### config.mk
export PLATFORM = sky130hd
export DESIGN_NAME = ppc_ram
export DESIGN_NICKNAME = d
export VERILOG_FILES = /design/src/rtl/plane_polygon_contact_resolver_defines.svh /design/src/rtl/ppc_ram.sv
export SDC_FILE = /design/constraint.sdc
export NUM_CORES = 1
export LEC_CHECK = 0
export ABC_AREA = 1
export BUFFER_PORTS_ARGS = -buffer_cell sky130_fd_sc_hd__buf_2
export CAP_MARGIN = 30
export CORE_MARGIN = 4
export CORE_UTILIZATION = 50
export DETAILED_ROUTE_END_ITERATION = 7
export GPL_ROUTABILITY_DRIVEN = 0
export MAX_ROUTING_LAYER = met4
export PLACE_DENSITY = 0.68
export SLEW_MARGIN = 20
export SYNTH_ARGS = -nofsm -noshare
export SYNTH_HDL_FRONTEND = slang
export SYNTH_SLANG_ARGS = --single-unit
### constraint.sdc
create_clock -name clk -period 2.7 [get_ports clk]
set_clock_uncertainty 0.15 [all_clocks]
set_input_delay 0 -clock clk [delete_from_list [all_inputs] [get_ports clk]]
set_output_delay 0 -clock clk [all_outputs]
set_load 0.03 [all_outputs]
### src/rtl/plane_polygon_contact_resolver_defines.svh
// Assertion macros shared by the wall contact RTL.
// Included by modules that carry concurrent checks.
`ifndef PLANE_POLYGON_CONTACT_RESOLVER_DEFINES_SVH
`define PLANE_POLYGON_CONTACT_RESOLVER_DEFINES_SVH
// implication checked every cycle outside reset
`define PPC_ASSERT_IMP(label, ante, cons) \
  label: assert property (@(posedge clk) disable iff (rst) (ante) |-> (cons)) \
    else $error("same-cycle check failed");
// next-cycle implication
`define PPC_ASSERT_NXT(label, ante, cons) \
  label: assert property (@(posedge clk) disable iff (rst) (ante) |=> (cons)) \
    else $error("next-cycle check failed");
`endif

### src/rtl/ppc_ram.sv
// Generic single-port-write RAM with registered read.
// No dependencies.
`timescale 1ns / 1ps
module ppc_ram #(
  parameter int Width = 8,
  parameter int Depth = 8
) (
  input  logic                     clk,
  input  logic                     we,
  input  logic [$clog2(Depth)-1:0] waddr,
  input  logic [Width-1:0]         wdata,
  input  logic [$clog2(Depth)-1:0] raddr,
  output logic [Width-1:0]         rdata
);
  logic [Width-1:0] mem [Depth];
  always_ff @(posedge clk) begin
    if (we) mem[waddr] <= wdata;
    rdata <= mem[raddr];
  end
endmodule

== Word level (Yosys, flattened, before mapping) ==
Memory sizes are Yosys's and may differ from the RTL's. A register that Yosys moved wholly into a read port is not among the register bits.
Cells that the tools add are included.
Word-level totals
  RAM bits: 64
  output and inout port bits: 8
  register bits after elaboration: 0
  word-level logic and storage cells: 3
  memories: 1
  input bits: 16
Memory list
  mem: depth 8, bits a word 8, rd ports 1, clocked after Yosys merged registers in 1, wr ports 1, line ppc_ram.sv:15  | logic [Width-1:0] mem [Depth];
Operators by class
  mux-type cells: 2
Operator list (number)
  1-bit two-way mux: 2

== Depth between registers and ports, before layout ==
  depth in word-level cells: 2
  depth in mapped cells: 8
  depth with buffers taken out: 6

== Worst setup path before layout ==
No wires, ideal clock.
  path kind: input to register
  start: in waddr[0]
  end: mem mem[0][0], enable pin
  setup time: 370 ps
  slack: 1675 ps
  cell stages on the path: 3
  buffers on the path: 0
  data required time: 2180 ps
  arrival: 505 ps
  cells stage by stage: inv_1 nand2_1 nor2_1
RTL lines
  start, declared: line ppc_ram.sv:10  | input logic [$clog2(Depth)-1:0] waddr,
  end, declared: line ppc_ram.sv:15
Straight into the memory's write port.

==> impl_metrics.ini <==
[place]
portBuffers = 23
hpwl_um = 3918
place_inst = 391
dpl_cell_area_um2 = 3167
place_ws_ns = 1.319

[critical_path]
cp_cell_sequence = dlygate4sd3_1, buf_2, inv_1, nand2_1, nand2_1
path_class = primary input to flop
crit_slowest_cell = dlygate4sd3_1
reg2reg_from = mem[2][3]
cp_max_fo = 9
arrival_ns = 1.17
r2r_cells = 6
crit_family = buffers and inverters
path_buf_inv = 3
r2r_setup_slack_ns = 1.65
startpoint_type = primary input
cp.required_ns = 2.77
path_common_cell = nand2_1
slowest_delay_ns = 0.53
timing.rr.end = rdata[3]
end_kind = flop

[run]
drv_cap = 0

[synth]
syn_avg_cell_area_um2 = 10.07
synthTopCellsByArea = edfxtp_1, nand2_1, inv_1
yosys.area.top_type_share_pct = 63.00
syn_inst = 303
synth_cell_types = 11
yosys_warnings = 0
ys_seq_area_share_pct = 68.25
syn_area_um2 = 3050
synthesis.nets = 319
synth_largest_area_cell = edfxtp_1
synth-seq-cells = 72

[power_and_ir_drop]
p_sw_uw = 512.2
p_leak_nw = 1.606
intPower_mw = 1.667
power_frac_seq_pct = 58.2
p_clk_share_pct = 33.1
combPwrFrac_pct = 8.7
ir_drop_v = 0.0003710
total_power_mw = 2.180
power_density_nw_per_um2 = 636.7
swShare_pct = 23.50

[detailed_routing]
postRouteAntennaNets = 0
wirelength_um = 6061
initialDrtViolationCount = 276
vias_per_cell = 4.712
firstDrtPassIters = 6
drc = 0
vias = 1960
wl_per_cell_um = 14.57

[floorplanning]
ios = 24
initial_utilization_pct = 51.52
core_area_um2 = 5921
fp.dieW_um = 86.11
die_y_um = 86.11
placementRows = 28
dieArea_um2 = 7414

[layout]
fin_nets = 352
fin_area_um2 = 3423
final_common_cell = nand2_1
final_cells = 416
drive_gt1_share_pct = 11.44
area_growth_pct = 12.22
antenna_cells = 0
final_cell_mix = nand2_1, inv_1, edfxtp_1

[timing]
finalSetupViolations = 0
period_share_pct = 40.74
slew_headroom_pct = 47.79
period_minus_slack_ns = 1.100
finalHoldViolCount = 0
slew_violations = 0
setup_ws_ns = 1.600
worst_pin_slew_ns = 0.7803
rsz0062_at_grt = no
max_freq_mhz = 909.1
fin_tns_setup_ns = 0

[hold_path]
hp-start = raddr[1]
min_path_cells = 5
hold_path_class = primary input to flop
hold_end = rdata[5]

[clock_network]
cts_resized = 0
clkLatencyLatePin_ns = 0.34
cts_num_sinks = 72
clk_path_buf_depth = 2
cts_tree = yes
cts_max_level = 3
cts_setup_buffers = 0
cts_made_buffers = 9
root_buffer = clkbuf_8
clk_pin_slew_ns = 0.07

[grt]
grt_pass1_wl_um = 9673
grt_remaining_overflow = 0
antenna_found_initial = 0
grt_pass1_vias = 1853
grt_max_degree = 33
grt_use_total_pct = 18.24

[status]
outcome = finished clean
-- worst max-delay path by stage --
stage | startpoint | slack [ns] | to | cells past startpoint
2_1_floorplan | waddr[0] | 1.68 | mem[0][0] | 3
3_3_place_gp | waddr[2] | 1.34 | mem[3][5] | 4
3_5_place_dp | waddr[2] | 1.32 | mem[1][4] | 4
4_1_cts | raddr[2] | 1.63 | rdata[1] | 5
5_1_grt | waddr[1] | 1.57 | mem[1][0] | 4
6_report | raddr[2] | 1.60 | rdata[1] | 5
-- through the flow --
stage                     utilization [%]  hold slack [ns]
after floorplan                         -         -0.05113
after global placement              53.49           0.1654
after detailed placement            53.49           0.1683
after CTS                           57.82          0.04060
after global routing                57.82          0.08437
final                               57.82          0.04126
-- sequential cells by signal (all words and copies together) (netlist names) --
| register | flops |
|---|---|
| mem | 64 |
| rdata | 8 |
-- logic make-up after synthesis --
kind of cell | synth area share, %
simple gates | 19.77
buf+inv | 11.98
flops | 68.25
-- per-layer routing --
| metal | up-vias | global-route usage, % | share of wire (%) |
|---|---|---|---|
| met1 | 881 | 25.89 | 46 |
| met3 | 9 | 4.035 | 7.0 |
| met5 | - | - | 0 |
| li1 | 994 | - | - |
| met4 | 0 | 5.180 | 1.2 |
| met2 | 76 | 26.49 | 46 |
-- cell usage after synthesis (all sizes together) --
cell    instances
buf            11
dfxtp           8
edfxtp         64
inv            70
nand2         110
nand3          32
nor2            8
-- cell type report --
cell class | instances | area, um^2
Fill cell | 507 | 2497
Inverter | 70 | 265.3
Tap cell | 75 | 93.84
Clock buffer | 12 | 145.1
Multi-Input combinational cell | 150 | 603.1
Clock inverter | 4 | 21.27
Sequential cell | 72 | 2082
Timing Repair Buffer | 33 | 212.7
-- power groups by stage --
stage               clock (mW)  combinational [mW]  sequential, mW
floorplan                    0              0.0994            1.32
global placement             0               0.177            1.29
detailed placement           0               0.179            1.29
CTS                      0.731               0.190            1.27
global route             0.782               0.211            1.27
finish                   0.722               0.189            1.27
-- tightest hold or removal path: cells and delay by family --
family,cells,cell delay [ns]
buffers and inverters,1,0.22
and+or+nand+nor,4,0.27
-- timing repair --
action	CTS	global route
endpoints found under the hold margin	72	0
setup endpoints to repair	0	0
hold buffers	9	0
(Power assumes the default switching activity.)
